File: config.mk
export PLATFORM = sky130hd
export DESIGN_NAME = traction_control_slip_limiter_unit
export DESIGN_NICKNAME = d
export VERILOG_FILES = /design/src/rtl/tcsl_pkg.sv /design/src/rtl/traction_control_slip_limiter_unit.sv /design/src/rtl/tcsl_div.sv
export SDC_FILE = /design/constraint.sdc
export NUM_CORES = 1
export LEC_CHECK = 0
export BUFFER_PORTS_ARGS = -buffer_cell sky130_fd_sc_hd__buf_2
export CAP_MARGIN = 20
export CORE_MARGIN = 3
export CORE_UTILIZATION = 60
export CTS_BUF_LIST = sky130_fd_sc_hd__clkbuf_8
export DETAILED_ROUTE_END_ITERATION = 10
export PLACE_DENSITY = 0.88
export SLEW_MARGIN = 0
export SYNTH_ARGS = -nofsm -noshare
export SYNTH_HDL_FRONTEND = slang
export SYNTH_HIERARCHICAL = 1
export SYNTH_SLANG_ARGS = --single-unit
File: constraint.sdc
create_clock -name i_clk -period 13.2 [get_ports i_clk]
set_input_delay 2.64 -clock i_clk [delete_from_list [all_inputs] [get_ports i_clk]]
set_output_delay 2.64 -clock i_clk [all_outputs]
set_load 0.005 [all_outputs]
File: src/rtl/tcsl_pkg.sv
package tcsl_pkg;

    localparam int SPEED_W   = 16;
    localparam int TIME_W    = 32;
    localparam int REG_W     = 16;
    localparam int SUM_W     = SPEED_W + 1;
    localparam int NUM_W     = SPEED_W + 13;
    localparam int CNT_W     = 5;
    localparam int CFG_IDX_W = 3;

    localparam logic [CNT_W-1:0] SLIP_STEPS  = CNT_W'(NUM_W);
    localparam logic [CNT_W-1:0] SCALE_STEPS = CNT_W'(15);

    localparam logic [REG_W-1:0] SCALE_FULL = 16'h8000;
    localparam logic [REG_W-1:0] SLIP_MAX   = 16'hFFFF;
    localparam logic [NUM_W-1:0] SLIP_ONE   = NUM_W'(4096);

    localparam logic [CFG_IDX_W-1:0] CFG_TARGET_SLIP = 3'd0;
    localparam logic [CFG_IDX_W-1:0] CFG_RAMP_TIME   = 3'd1;
    localparam logic [CFG_IDX_W-1:0] CFG_HOLD_TIME   = 3'd2;
    localparam logic [CFG_IDX_W-1:0] CFG_MIN_IDLE    = 3'd3;

    localparam logic [REG_W-1:0] RST_TARGET_SLIP = 16'd819;
    localparam logic [REG_W-1:0] RST_RAMP_TIME   = 16'd500;
    localparam logic [REG_W-1:0] RST_HOLD_TIME   = 16'd50;
    localparam logic [REG_W-1:0] RST_MIN_IDLE    = 16'd168;

    localparam logic FUNC_START  = 1'b0;
    localparam logic FUNC_UPDATE = 1'b1;

    typedef struct packed {
        logic             start;
        logic [SUM_W-1:0] divisor;
        logic [SUM_W-1:0] rem_init;
        logic [NUM_W-1:0] num;
        logic [CNT_W-1:0] steps;
    } t_div_req;

    typedef struct packed {
        logic             done;
        logic [NUM_W-1:0] quo;
    } t_div_rsp;

endpackage

File: src/rtl/traction_control_slip_limiter_unit.sv
// Traction control slip limiter. Each beat carries four wheel speeds and a
// millisecond time stamp; tuser selects start (arm the controller, full torque)
// or update. An update measures slip as the faster rear wheel over the mean
// front speed minus one (Q4.12, saturated) and returns a Q1.15 torque scale
// that is cut to zero once slip has been held above target for the hold time
// and otherwise ramps back to full over the ramp time. One item is processed
// at a time. An update runs its divisions on a single shared restoring
// divider that produces one quotient bit per cycle (29 steps for the slip
// quotient, 15 for the ramp fraction). The result register lets the next beat
// be accepted while a result waits.
module traction_control_slip_limiter_unit
    import tcsl_pkg::*;
(
    input  logic                 i_clk,
    input  logic                 i_rst_n,

    input  logic                 i_cfg_we,
    input  logic [CFG_IDX_W-1:0] i_cfg_idx,
    input  logic [REG_W-1:0]     i_cfg_data,

    input  logic                 s_axis_tvalid,
    output logic                 s_axis_tready,
    // time_stamp, front_left_speed, front_right_speed, rear_left_speed,
    // rear_right_speed
    input  logic [95:0]          s_axis_tdata,
    // func
    input  logic                 s_axis_tuser,

    output logic                 m_axis_tvalid,
    input  logic                 m_axis_tready,
    // torque_scale, slip_ratio
    output logic [31:0]          m_axis_tdata,
    // slipping_now, torque_cut
    output logic [1:0]           m_axis_tuser
);

    typedef enum logic [2:0] {
        S_IDLE,
        S_PREP,
        S_SLIP,
        S_EVAL,
        S_HOLD,
        S_DECIDE,
        S_SCALE,
        S_DONE
    } t_state;

    t_state r_state;

    logic [REG_W-1:0]   r_target_slip;
    logic [REG_W-1:0]   r_ramp_time;
    logic [REG_W-1:0]   r_hold_time;
    logic [REG_W-1:0]   r_min_idle;

    logic               r_flag;
    logic [TIME_W-1:0]  r_change_time;
    logic [TIME_W-1:0]  r_ramp_start;

    logic               r_func;
    logic [TIME_W-1:0]  r_ts;
    logic [SPEED_W-1:0] r_fl;
    logic [SPEED_W-1:0] r_fr;
    logic [SPEED_W-1:0] r_rl;
    logic [SPEED_W-1:0] r_rr;

    logic [REG_W-1:0]   r_slip;
    logic [REG_W-1:0]   r_scale;
    logic               r_now;
    logic               r_cut;
    logic [TIME_W-1:0]  r_el;
    logic [TIME_W-1:0]  r_d;

    logic               r_out_valid;
    logic [REG_W-1:0]   r_out_scale;
    logic [REG_W-1:0]   r_out_slip;
    logic               r_out_now;
    logic               r_out_cut;

    t_div_req           r_div_req;
    t_div_rsp           w_div_rsp;

    logic [SUM_W-1:0]   w_sum;
    logic [SPEED_W-1:0] w_rear;
    logic [SUM_W-1:0]   w_idle2;
    logic [NUM_W-1:0]   w_q_off;
    logic               w_cut;
    logic               w_full;
    logic               w_accept;
    logic               w_out_free;

    tcsl_div u_div (
        .i_clk   (i_clk),
        .i_rst_n (i_rst_n),
        .i_req   (r_div_req),
        .o_rsp   (w_div_rsp)
    );

    always_comb begin
        w_sum      = {1'b0, r_fl} + {1'b0, r_fr};
        w_rear     = (r_rl > r_rr) ? r_rl : r_rr;
        w_idle2    = {r_min_idle, 1'b0};
        w_q_off    = w_div_rsp.quo - SLIP_ONE;
        w_cut      = r_now && !r_el[TIME_W-1] && (r_el >= {16'b0, r_hold_time});
        w_full     = (r_d >= {16'b0, r_ramp_time});
        w_accept   = s_axis_tvalid && s_axis_tready;
        w_out_free = !r_out_valid || m_axis_tready;
    end

    always_ff @(posedge i_clk) begin
        if (!i_rst_n) begin
            r_state         <= S_IDLE;
            r_target_slip   <= RST_TARGET_SLIP;
            r_ramp_time     <= RST_RAMP_TIME;
            r_hold_time     <= RST_HOLD_TIME;
            r_min_idle      <= RST_MIN_IDLE;
            r_flag          <= 1'b0;
            r_change_time   <= '0;
            r_ramp_start    <= '0;
            r_out_valid     <= 1'b0;
            r_div_req.start <= 1'b0;
        end else begin
            if (i_cfg_we) begin
                unique case (i_cfg_idx)
                    CFG_TARGET_SLIP: r_target_slip <= i_cfg_data;
                    CFG_RAMP_TIME:   r_ramp_time   <= i_cfg_data;
                    CFG_HOLD_TIME:   r_hold_time   <= i_cfg_data;
                    CFG_MIN_IDLE:    r_min_idle    <= i_cfg_data;
                    default: ;
                endcase
            end

            if (m_axis_tready && (r_state != S_DONE)) begin
                r_out_valid <= 1'b0;
            end

            unique case (r_state)
                S_IDLE: begin
                    if (w_accept) begin
                        r_func  <= s_axis_tuser;
                        r_ts    <= s_axis_tdata[31:0];
                        r_fl    <= s_axis_tdata[47:32];
                        r_fr    <= s_axis_tdata[63:48];
                        r_rl    <= s_axis_tdata[79:64];
                        r_rr    <= s_axis_tdata[95:80];
                        r_state <= S_PREP;
                    end
                end
                S_PREP: begin
                    if (r_func == FUNC_START) begin
                        r_flag        <= 1'b0;
                        r_change_time <= r_ts;
                        r_ramp_start  <= r_ts - {16'b0, r_ramp_time};
                        r_scale       <= SCALE_FULL;
                        r_slip        <= '0;
                        r_now         <= 1'b0;
                        r_cut         <= 1'b0;
                        r_state       <= S_DONE;
                    end else if (w_sum < w_idle2) begin
                        r_slip  <= '0;
                        r_state <= S_EVAL;
                    end else if (w_sum == '0) begin
                        r_slip  <= (w_rear == '0) ? '0 : SLIP_MAX;
                        r_state <= S_EVAL;
                    end else begin
                        r_div_req.start    <= 1'b1;
                        r_div_req.divisor  <= w_sum;
                        r_div_req.rem_init <= '0;
                        r_div_req.num      <= {w_rear, 13'b0};
                        r_div_req.steps    <= SLIP_STEPS;
                        r_state            <= S_SLIP;
                    end
                end
                S_SLIP: begin
                    r_div_req.start <= 1'b0;
                    if (w_div_rsp.done) begin
                        if (w_div_rsp.quo <= SLIP_ONE) begin
                            r_slip <= '0;
                        end else if (w_q_off > NUM_W'(SLIP_MAX)) begin
                            r_slip <= SLIP_MAX;
                        end else begin
                            r_slip <= w_q_off[REG_W-1:0];
                        end
                        r_state <= S_EVAL;
                    end
                end
                S_EVAL: begin
                    r_now  <= (r_slip > r_target_slip);
                    r_flag <= (r_slip > r_target_slip);
                    if ((r_slip > r_target_slip) != r_flag) begin
                        r_change_time <= r_ts;
                    end
                    r_state <= S_HOLD;
                end
                S_HOLD: begin
                    r_el    <= r_ts - r_change_time;
                    r_d     <= r_ts - r_ramp_start;
                    r_state <= S_DECIDE;
                end
                S_DECIDE: begin
                    r_cut <= w_cut;
                    if (w_cut) begin
                        r_scale      <= '0;
                        r_ramp_start <= r_ts;
                        r_state      <= S_DONE;
                    end else if (r_d[TIME_W-1]) begin
                        r_scale <= '0;
                        r_state <= S_DONE;
                    end else if (w_full) begin
                        r_scale <= SCALE_FULL;
                        r_state <= S_DONE;
                    end else begin
                        // d below ramp time, so the remainder starts at d
                        r_div_req.start    <= 1'b1;
                        r_div_req.divisor  <= {1'b0, r_ramp_time};
                        r_div_req.rem_init <= {1'b0, r_d[REG_W-1:0]};
                        r_div_req.num      <= '0;
                        r_div_req.steps    <= SCALE_STEPS;
                        r_state            <= S_SCALE;
                    end
                end
                S_SCALE: begin
                    r_div_req.start <= 1'b0;
                    if (w_div_rsp.done) begin
                        r_scale <= {1'b0, w_div_rsp.quo[REG_W-2:0]};
                        r_state <= S_DONE;
                    end
                end
                S_DONE: begin
                    if (w_out_free) begin
                        r_out_valid <= 1'b1;
                        r_out_scale <= r_scale;
                        r_out_slip  <= r_slip;
                        r_out_now   <= r_now;
                        r_out_cut   <= r_cut;
                        r_state     <= S_IDLE;
                    end
                end
                default: r_state <= S_IDLE;
            endcase
        end
    end

    assign s_axis_tready = (r_state == S_IDLE);
    assign m_axis_tvalid = r_out_valid;
    assign m_axis_tdata  = {r_out_slip, r_out_scale};
    assign m_axis_tuser  = {r_out_cut, r_out_now};

endmodule

File: src/rtl/tcsl_div.sv
module tcsl_div
    import tcsl_pkg::*;
(
    input  logic     i_clk,
    input  logic     i_rst_n,
    input  t_div_req i_req,
    output t_div_rsp o_rsp
);

    logic [SUM_W-1:0] r_rem;
    logic [SUM_W-1:0] r_div;
    logic [NUM_W-1:0] r_num;
    logic [NUM_W-1:0] r_quo;
    logic [CNT_W-1:0] r_cnt;
    logic             r_busy;
    logic             r_done;

    logic [SUM_W:0]   w_trial;
    logic [SUM_W:0]   w_diff;
    logic             w_ge;
    logic [SUM_W-1:0] n_rem;

    // one restoring step: one quotient bit per cycle
    always_comb begin
        w_trial = {r_rem, r_num[NUM_W-1]};
        w_diff  = w_trial - {1'b0, r_div};
        w_ge    = (w_trial >= {1'b0, r_div});
        n_rem   = w_ge ? w_diff[SUM_W-1:0] : w_trial[SUM_W-1:0];
    end

    always_ff @(posedge i_clk) begin
        if (!i_rst_n) begin
            r_busy <= 1'b0;
            r_done <= 1'b0;
        end else begin
            r_done <= !i_req.start && r_busy && (r_cnt == CNT_W'(1));
            if (i_req.start) begin
                r_rem  <= i_req.rem_init;
                r_div  <= i_req.divisor;
                r_num  <= i_req.num;
                r_quo  <= '0;
                r_cnt  <= i_req.steps;
                r_busy <= 1'b1;
            end else if (r_busy) begin
                r_rem <= n_rem;
                r_num <= {r_num[NUM_W-2:0], 1'b0};
                r_quo <= {r_quo[NUM_W-2:0], w_ge};
                r_cnt <= r_cnt - 1'b1;
                if (r_cnt == CNT_W'(1)) begin
                    r_busy <= 1'b0;
                end
            end
        end
    end

    assign o_rsp.done = r_done;
    assign o_rsp.quo  = r_quo;

endmodule
; Word level (Yosys, flattened, before mapping)
; Cells that the tools add are included.
; W data, S select, Z words.
[classes]
order_cmp = 8
n_reduce_logical = 40
mux = 57
addsub = 7
n_eq_ne = 28
[ops]
columns = op, n
row1 = $mux W69, 6
row2 = $mux W16, 13
row3 = $pmux W68 S2, 1
row4 = $mux W32, 4
row5 = $pmux W32 S2, 2
row6 = $mux W29, 3
row7 = $ge A32 B16 Y1, 2
row8 = $sub A32 B32 Y32, 2
row9 = $mux W17, 3
row10 = $pmux W16 S3, 1
row11 = $gt A16 B16 Y1, 2
row12 = $pmux W16 S2, 1
row13 = $sub A32 B16 Y32, 1
row14 = $gt A29 B16 Y1 const B, 1
row15 = $le A29 B13 Y1 const B, 1
row16 = $sub A29 B13 Y29 const B, 1
row17 = $pmux W3 S8, 1
row18 = $mux W3, 7
row19 = $ne A2 B2 Y1 const B, 10
row20 = $ge A18 B17 Y1, 1
row21 = $reduce_and A3 Y1, 6
row22 = $add A16 B16 Y17, 1
row23 = $logic_not A17 Y1, 1
row24 = $lt A17 B17 Y1, 1
row25 = 27 further kinds, 68
[totals]
regBits = 530
word_cells = 177

; Depth between registers and ports, before layout
; Gate-level depths: netlist (run 1).
[depth]
word_depth = 8
mapped_depth = 19

; Modules after synthesis
; Netlist (run 1), hierarchy kept.
[modules_own_cells]
columns = module, area_per_inst_um2, cells_each, instances, seq_area_each_um2
row1 = traction_control_slip_limiter_unit, 22255.1, 2215, 1, 11090.6
row2 = tcsl_div, 5016.1, 381, 1, 2952.8

; Worst setup path before layout (run 1)
; OpenSTA, ideal clock, no wires.
[synth_path]
path_type = in2reg
from = input i_rst_n
to = register r_out_cut, enable pin
arrival_time_ns = 5.448
path_slack_ns = 7.277
path_buffers = 1
required_time_ns = 12.725
cell_stages = 3
path_cell_list = inv_2 clkbuf_1 nor3b_1
[synth_between]
elab_chain_cells = 1
[synth_rtl]
columns = item, line_no
row1 = from (decl), traction_control_slip_limiter_unit.sv:15  ; input logic i_rst_n,
row2 = $reduce_and A3 Y1 (no line), -
row3 = to (signal assigned), traction_control_slip_limiter_unit.sv:234  ; r_out_cut <= r_cut;
row4 = to (decl), traction_control_slip_limiter_unit.sv:77  ; logic r_out_cut;
; Every way passes these cells.
; A chain may end at the register's enable or synchronous reset.

; Worst setup path in the final report (run 1)
[layout_path]
from = register r_fr[0]
to = register r_div_req[42] in the netlist's numbering, enable pin
[layout_between]
elab_chain_cells = 4
word_cells_on_any_way = 6
classes_between = 1 x add/sub / 1 x order compare / 2 x eq/ne / 2 x reduce/logical
[layout_rtl]
columns = item, line_no
row1 = from (decl), traction_control_slip_limiter_unit.sv:62  ; logic [SPEED_W-1:0] r_fr;
row2 = from (signal assigned), traction_control_slip_limiter_unit.sv:142  ; r_fr <= s_axis_tdata[63:48];
row3 = $add A16 B16 Y17 *, traction_control_slip_limiter_unit.sv:99  ; w_sum = {1'b0, r_fl} + {1'b0, r_fr};
row4 = $lt A17 B17 Y1 / $logic_not A17 Y1 (equally long branches), "traction_control_slip_limiter_unit.sv:158, traction_control_slip_limiter_unit.sv:161"
row5 = $ne A2 B2 Y1 (no line), -
row6 = $reduce_and A8 Y1 (no line) *, -
row7 = to (decl), traction_control_slip_limiter_unit.sv:79  ; t_div_req r_div_req;
; Every way passes the cells marked *; elsewhere a longest branch is shown, timed or not.

==> summary.md, run 1 <==
| Metric | Value |
|---|---|
| Gr ovfl total | `0` |
| Final ANT Viol Nets | `0` |
| Number of flops mapped to enable cells by yosys | `~380` |
| Clk sinks | `513` |
| Via count | `roughly 21000` |
| Area after DPL | `about 29000 µm²` |
| Syn Area/Cell | `around 11 µm²` |
| Max transition margin | `0.2793` |
| RSZ-0062 raised after global routing | `false` |
| NumNets Final | `a little over 3000` |
| Hold buffer count at cts | `0` |
| Cell Int Power | `~3700 µW` |
| Post-synth cell types | `91` |
| Slew Viols, Final | `0` |
| Tot GR Track Use | `0.2734` |
| Antenna cells | `0` |
| Area grow syn2layout | `11.12%` |
| Initial DRC Count | `2210` |
| Smallest hold slack | `around 420 ps` |
| Ys flop type | `edfxtp_1` |
| Sw Ratio | `0.3534` |
| Clk slew on worst S/H paths | `around 60 ps` |
| Combinational power share | `0.348` |
| Initial Util | `0.6127` |
| Vias in the first global route | `roughly 21000` |
| WP data required | `~14000 ps` |
| Worst-margin pin slew | `1077 ps` |
| CTS tree | `yes` |
| Total Routed Length | `65760 µm` |
| H-tree depth | `3` |
| Cells after synthesis | `around 2600` |
| IO buf count | `around 160` |
| Fillers | `roughly 3200` |
| Row count | `77` |
| Die Height | `approximately 220 µm` |
| R2R Path Start | `r_fr[0]` |
| Max clock buf depth | `3` |
| NetSw | `roughly 2000 µW` |
| Register area share after synthesis | `0.5150` |
| WP data arrival | `5230 ps` |
| Root buf cell | `clkbuf_8` |
| Cell taking the most area after synthesis | `edfxtp_1` |
| PnR worst setup slack | `between 8000 and 9000 ps` |
| Post-CTS sizing | `0` |
| CP startpoint | `r_fr[0]` |
| Die ar. | `just under 50000 µm²` |
| Vias/cell | `between 6 and 7` |
| FFs w/ async S/R, synth | `0` |
| Critical Path Fanout Max | `33` |
| Max Cap Viol | `0` |
| Peak VDD IR | `~0.21 mV` |
| PwrDens | `~190 nW/µm²` |
| First-pass GRT wire length | `104400 µm` |
| DRC | `0` |
| Worst Min Path Start | `r_div_req[67]` |
| Final Cell Area | `30300 µm²` |
| Hold Fails Final Rpt | `0` |
| Total negative slack | `0 ps` |
| Dpl ws | `7815 ps` |
| Post-DP HPWL | `47440 µm` |
| FF+latch count, synth | `513` |
| Drt pass-1 iters | `8` |
| Worst-Skew Late Latency | `roughly 700 ps` |
| Worst Setup Path Type | `flop to flop` |
| Syn Std Cell Area | `around 27000 µm²` |
| Max frequency | `between 200 and 250 MHz` |
| Routed len/inst | `~19 µm` |
| Largest net degree at the start of global routing | `87` |
| Clk pwr share | `0.247` |
| Post-CTS Setup Inserts | `0` |
| Core box area | `~45000 µm²` |
| Most frequent cells in the layout | `edfxtp_1, nand2_1, inv_1` |
| Die width | `219.2 µm` |
| GP Congestion | `a little under 1` |
| Synth top area share | `0.4151` |
| TritonCTS buffer count | `86` |
| Layout cells sized above 1 | `0.1258` |
| Final setup fails | `0` |
| Synth Warn # | `6` |
| Pwr Total | `5793 µW` |
| Worst setup EP type | `flop` |
| HP Class | `flop to flop` |
| Status | `completed` |
| Tcrit/Tclk final | `0.3710` |
| Fin crit period | `slightly below 5000 ps` |
| Leakage Power | `roughly 0.012 µW` |
| Top cells by area, synth | `edfxtp_1, dfxtp_1, ha_1` |
| # IOs | `approximately 160` |
| Clk_skew | `roughly 58 ps` |
| Crit path launch type | `flop` |
| Antenna violations before repair | `0` |
| Reg power frac | `0.405` |
| Leading cell type in the layout, fill and taps excluded | `edfxtp_1` |
-- layer usage --
metal	global-route usage	vias to the layer above	wire, µm
met1	0.3507	9930	25940
met2	0.4522	1014	30990
met3	0.04860	231	5565
met5	0	-	0
li1	-	9823	-
met4	0.1296	0	3266
-- sequential cells by signal, summed over array words and instances (netlist names), 17 cells and up --
name,count
r_change_time,32
r_d,32
r_div_req,52
r_el,32
r_ramp_start,32
r_ts,32
u_div/r_div,17
u_div/r_num,29
u_div/r_quo,29
u_div/r_rem,17
-- stage by stage --
stage | utilization | cells
finish | 0.6808 | 3430
global route | 0.6808 | 3430
CTS | 0.6808 | 3430
detailed placement | 0.6416 | 3274
global placement | 0.6413 | 3273
floorplan | - | 2611
-- power by group through the flow --
stage / clock [µW] / combinational [µW] / sequential [µW]
after floorplan: 0 / 1550 / 2300
after global placement: 0 / 1860 / 2360
after detailed placement: 0 / 1960 / 2370
after CTS: 1450 / 1980 / 2340
after global routing: 1530 / 2230 / 2370
final: 1430 / 2010 / 2350
-- cells in the mapped netlist (4+ instances only) --
cell type and instances:
edfxtp_1 377, nand2_1 272, inv_1 209, a21oi_1 199
ha_1 198, nor2_1 137, dfxtp_1 136, o21ai_0 123
clkbuf_1 84, nand3_1 70, xnor2_1 59, and3_1 57
nor2b_1 55, a21o_1 52, nor3_1 40, xor2_1 40
o211ai_1 36, mux2_2 34, o31ai_1 34, nand2b_1 31
nor4_1 27, o21a_1 27, nand4_1 26, a211oi_1 25
a31oi_1 18, nor3b_1 16, mux2i_1 14, a311oi_1 13
or3_1 12, a211o_1 10, and2_1 10, o21bai_1 10
a221o_1 8, a2111oi_0 7, nand4b_1 7, and4_1 6
buf_4 6, nand3b_1 6, a21boi_0 5, fa_1 5
o41ai_1 5, or2_2 5, o2111ai_1 4, o211a_1 4
-- final timing paths --
check / end / slack [ps] / depth (start not counted)
worst max-delay path: r_div_req[42] / 8300 / 19
worst min-delay path: u_div/r_div[16] / 420 / 0
worst max register to register: r_div_req[42] / 8300 / 19
worst min register to register: u_div/r_div[16] / 420 / 0
-- critical path, stage by stage (launching register included) --
cell and delay, ps:
edfxtp_1 340, ha_1 200, inv_1 70, fa_1 390, nand2b_1 210, a21oi_2 330
o41ai_2 150, o211a_1 250, a211oi_1 390, inv_1 90, ha_1 310, o211ai_1 90
nor3_1 180, o41ai_1 120, nand4b_1 110, a21oi_1 80, nand2_1 90, o21ai_1 150
nor2_4 520, buf_4 480
-- area by class of cell --
| cell class | count | area, µm² | area share |
|---|---|---|---|
| multi-input combinational | 1787 | 12080 | 0.3985 |
| timing repair buffer | 172 | 904.6 | 0.02985 |
| inverter | 210 | 788.3 | 0.02601 |
| clock inverter | 62 | 452.9 | 0.01495 |
| sequential | 513 | 14050 | 0.4636 |
| tap | 592 | 740.7 | 0.02444 |
| clock buffer | 94 | 1294 | 0.04269 |
-- cell families (layout without fill, tap and decap cells) --
group	Yosys count	in the layout	share of synthesized area
and+or+nand+nor	791	791	0.1423
AOI/OAI and AO/OA	626	626	0.1494
DFF	513	513	0.5150
buffers and inverters	311	538	0.04634
muxes	51	51	0.02042
adders and majority gates	203	203	0.09451
other	2	17	0.0002754
xor gates and xnor gates	99	99	0.03180
Power figures use the tool's default switching activity.
==> run 2, diff against run 1 <==
- CORE_UTILIZATION: 60 -> 58
- clock period: 13.2 -> 4.4 ns (I/O delays scaled with it)
==> run 2 against run 1 <==
  * Via count down 0.42%
  * Highest routed layer is now met5
  * Largest cell class unchanged
  * First-iteration DRC count down 16%
  * Combinational power rose to 3.1 times the previous value
  * Core utilization down 1.7 points
  * Sequential power rose to 3.0 times the previous value
  * Critical path depth unchanged
  * Critical endpoint is now r_slip[13]
  * Count of clock-buffer cells in the layout down 4
  * Flip-flop and latch count unchanged
  * Worst hold slack worse by 41 ps
==> summary.md, run 2 (synthesis results as in run 1) <==
| Metric | Value |
|---|---|
| Vias/cell | `6.064 (was 6.122)` |
| Clk slew on worst S/H paths | `60 ps (about the same)` |
| Max frequency | `236.4 MHz (was 204.2 MHz)` |
| GP Congestion | `0.9094 (was 0.9623)` |
| Vias in the first global route | `20950 (was 20510)` |
| Most used cell, CP | `a21o_1` |
| CP startpoint | `r_fr[0] (unchanged)` |
| Clk sinks | `513 (unchanged)` |
| Row count | `78 (was 77)` |
| Initial DRC Count | `1852 (was 2210)` |
| Worst-margin pin slew | `1083 ps (was 1077 ps)` |
| Slew Viols, Final | `0 (unchanged)` |
| Status | `completed (unchanged)` |
| Max clock buf depth | `3 (unchanged)` |
| TritonCTS buffer count | `84 (was 86)` |
| Worst setup EP type | `flop (unchanged)` |
| Max FFs per register | `52 (unchanged)` |
| Via count | `20910 (was 21000)` |
| Die width | `222.8 µm (was 219.2 µm)` |
| PnR worst setup slack | `170.0 ps (was 8303 ps)` |
| Max transition margin | `0.2775 (was 0.2793)` |
| NumNets Final | `3106 (was 3094)` |
| PwrDens | `565.9 nW/µm² (was 191.2 nW/µm²)` |
| Most frequent cells in the layout | `edfxtp_1, nand2_1, inv_1 (unchanged)` |
| Max Cap Viol | `0 (unchanged)` |
| CTS tree | `yes (unchanged)` |
| Top reg by flops | `r_div_req (unchanged)` |
| Initial Util | `0.5945 (was 0.6127)` |
| Final ANT Viol Nets | `0 (unchanged)` |
| Layout cells sized above 1 | `0.1293 (was 0.1258)` |
| Max incr delay on CP | `400 ps (was 520 ps)` |
| HP Class | `input pin to flop (was flop to flop)` |
| WP data arrival | `4620 ps (was 5230 ps)` |
| Tot GR Track Use | `0.2671 (was 0.2734)` |
| # IOs | `157 (unchanged)` |
| Gr ovfl total | `0 (unchanged)` |
| Largest net degree at the start of global routing | `81 (was 87)` |
| H-tree depth | `3 (unchanged)` |
| Antenna violations before repair | `2 (was 0)` |
| Final core utilization | `0.6637 (was 0.6808)` |
| IO buf count | `156 (unchanged)` |
| Fin crit period | `4230 ps (was 4897 ps)` |
| Final setup fails | `0 (unchanged)` |
| Worst Setup Path Type | `flop to flop (unchanged)` |
| Post-DP HPWL | `48420 µm (was 47440 µm)` |
| Die ar. | `49660 µm² (was 48050 µm²)` |
| Post-CTS Setup Inserts | `0 (unchanged)` |
| Die Height | `222.8 µm (was 219.2 µm)` |
| Crit path cell chain | `ha_2 -> inv_1 -> fa_1 -> nand2b_4 -> a21oi_4 -> a21o_1 -> a2111o_1 -> nand3_1 -> ha_4 -> a21o_1 -> a21o_1 -> a211o_1 -> o211ai_1 -> nand2_1 -> nor2_2 -> o21ai_2 -> a211o_1 -> a21oi_4 -> clkbuf_16 (was ha_1 -> inv_1 -> fa_1 -> nand2b_1 -> a21oi_2 -> o41ai_2 -> o211a_1 -> a211oi_1 -> inv_1 -> ha_1 -> o211ai_1 -> nor3_1 -> o41ai_1 -> nand4b_1 -> a21oi_1 -> nand2_1 -> o21ai_1 -> nor2_4 -> buf_4)` |
| Worst Min Path Start | `s_axis_tdata[43] (was r_div_req[67])` |
| Critical Path Fanout Max | `8 (was 33)` |
| Hold Fails Final Rpt | `0 (unchanged)` |
| Hold buffer count at cts | `0 (unchanged)` |
| Clk_skew | `23.94 ps (was 57.81 ps)` |
| Area grow syn2layout | `11.64% (was 11.12%)` |
| Drt pass-1 iters | `8 (unchanged)` |
| Core box area | `45870 µm² (was 44510 µm²)` |
| Tcrit/Tclk final | `0.9614 (was 0.3710)` |
| Root buf cell | `clkbuf_8 (unchanged)` |
| Leading cell type in the layout, fill and taps excluded | `edfxtp_1 (unchanged)` |
| WP data required | `4790 ps (was 13530 ps)` |
| Placed Cells | `3292 (was 3274)` |
| Peak VDD IR | `0.3219 mV (was 0.2067 mV)` |
| Routed len/inst | `19.53 µm (was 19.17 µm)` |
| Dpl ws | `49.85 ps (was 7815 ps)` |
| R2R Path Start | `r_fr[0] (unchanged)` |
| First-pass GRT wire length | `107100 µm (was 104400 µm)` |
| Leakage Power | `0.01184 µW (was 0.01177 µW)` |
| Post-Layout Cell Count | `3448 (was 3430)` |
| Critical path's slowest cell | `fa_1 (was nor2_4)` |
| DRC | `0 (unchanged)` |
| Crit path launch type | `flop (unchanged)` |
| Worst-Skew Late Latency | `680 ps (was 700 ps)` |
| Total Routed Length | `67330 µm (was 65760 µm)` |
[run 2: metal layers]
metal,routed length (µm),part of all wire,track usage,vias up
met4,2980,0.044,0.1239,2
met2,32620,0.48,0.4447,928
met5,11,0.00016,0,-
met1,26630,0.40,0.3409,9948
li1,-,-,-,9829
met3,5087,0.076,0.04743,202
[run 2: critical path, delay by kind of cell (launching register included)]
kind / cells / cell delay [ps]
AO/OA/AOI/OAI: 10 / 1980
adder cells (fa/ha/maj): 3 / 850
AND/OR/NAND/NOR: 4 / 550
buffers and inverters: 2 / 250
flip-flops: 1 / 330
[run 2: cell type report]
| class | instances | area [µm²] |
|---|---|---|
| timing repair buffer | 186 | 1097 |
| clock inverter | 61 | 355.3 |
| antenna | 1 | 2.502 |
| fill | 3365 | 15420 |
| multi-input combinational | 1787 | 12160 |
| sequential | 513 | 14050 |
| inverter | 210 | 788.3 |
| clock buffer | 90 | 1239 |
| tap | 600 | 750.7 |
[run 2: per-stage QoR]
step | cell area, µm² | hold slack (ps) | setup TNS [ps] | power [µW]
2_1_floorplan | 27340 | 400.3 | 0 | 11550
3_3_place_gp | 28690 | 401.8 | 0 | 12760
3_5_place_dp | 28690 | 404.5 | 0 | 13100
4_1_cts | 30290 | 329.8 | 0 | 17120
5_1_grt | 30440 | 336.5 | -67.01 | 18270
6_report | 30440 | 375.5 | 0 | 17230
[run 2: path summary, 6_finish.rpt]
kind	endpoint	slack (ps)	depth (start not counted)
setup / recovery	r_slip[13]	170	19
hold / removal	r_fl[11]	380	1
setup reg to reg	r_slip[13]	170	19
hold reg to reg	u_div/r_div[5]	400	0
[run 2: timing repair]
action | CTS | global route
endpoints found under the setup margin | 4 | 83
pin swaps | 0 | 4
gates cloned | 0 | 1
gates resized for setup | 1 | 15
[run 2: power breakdown]
part | total [µW] | internal (µW) | switching (µW)
Clock | 3960 | 2070 | 1890
Combinational | 6200 | 2470 | 3730
Sequential | 7070 | 6530 | 546
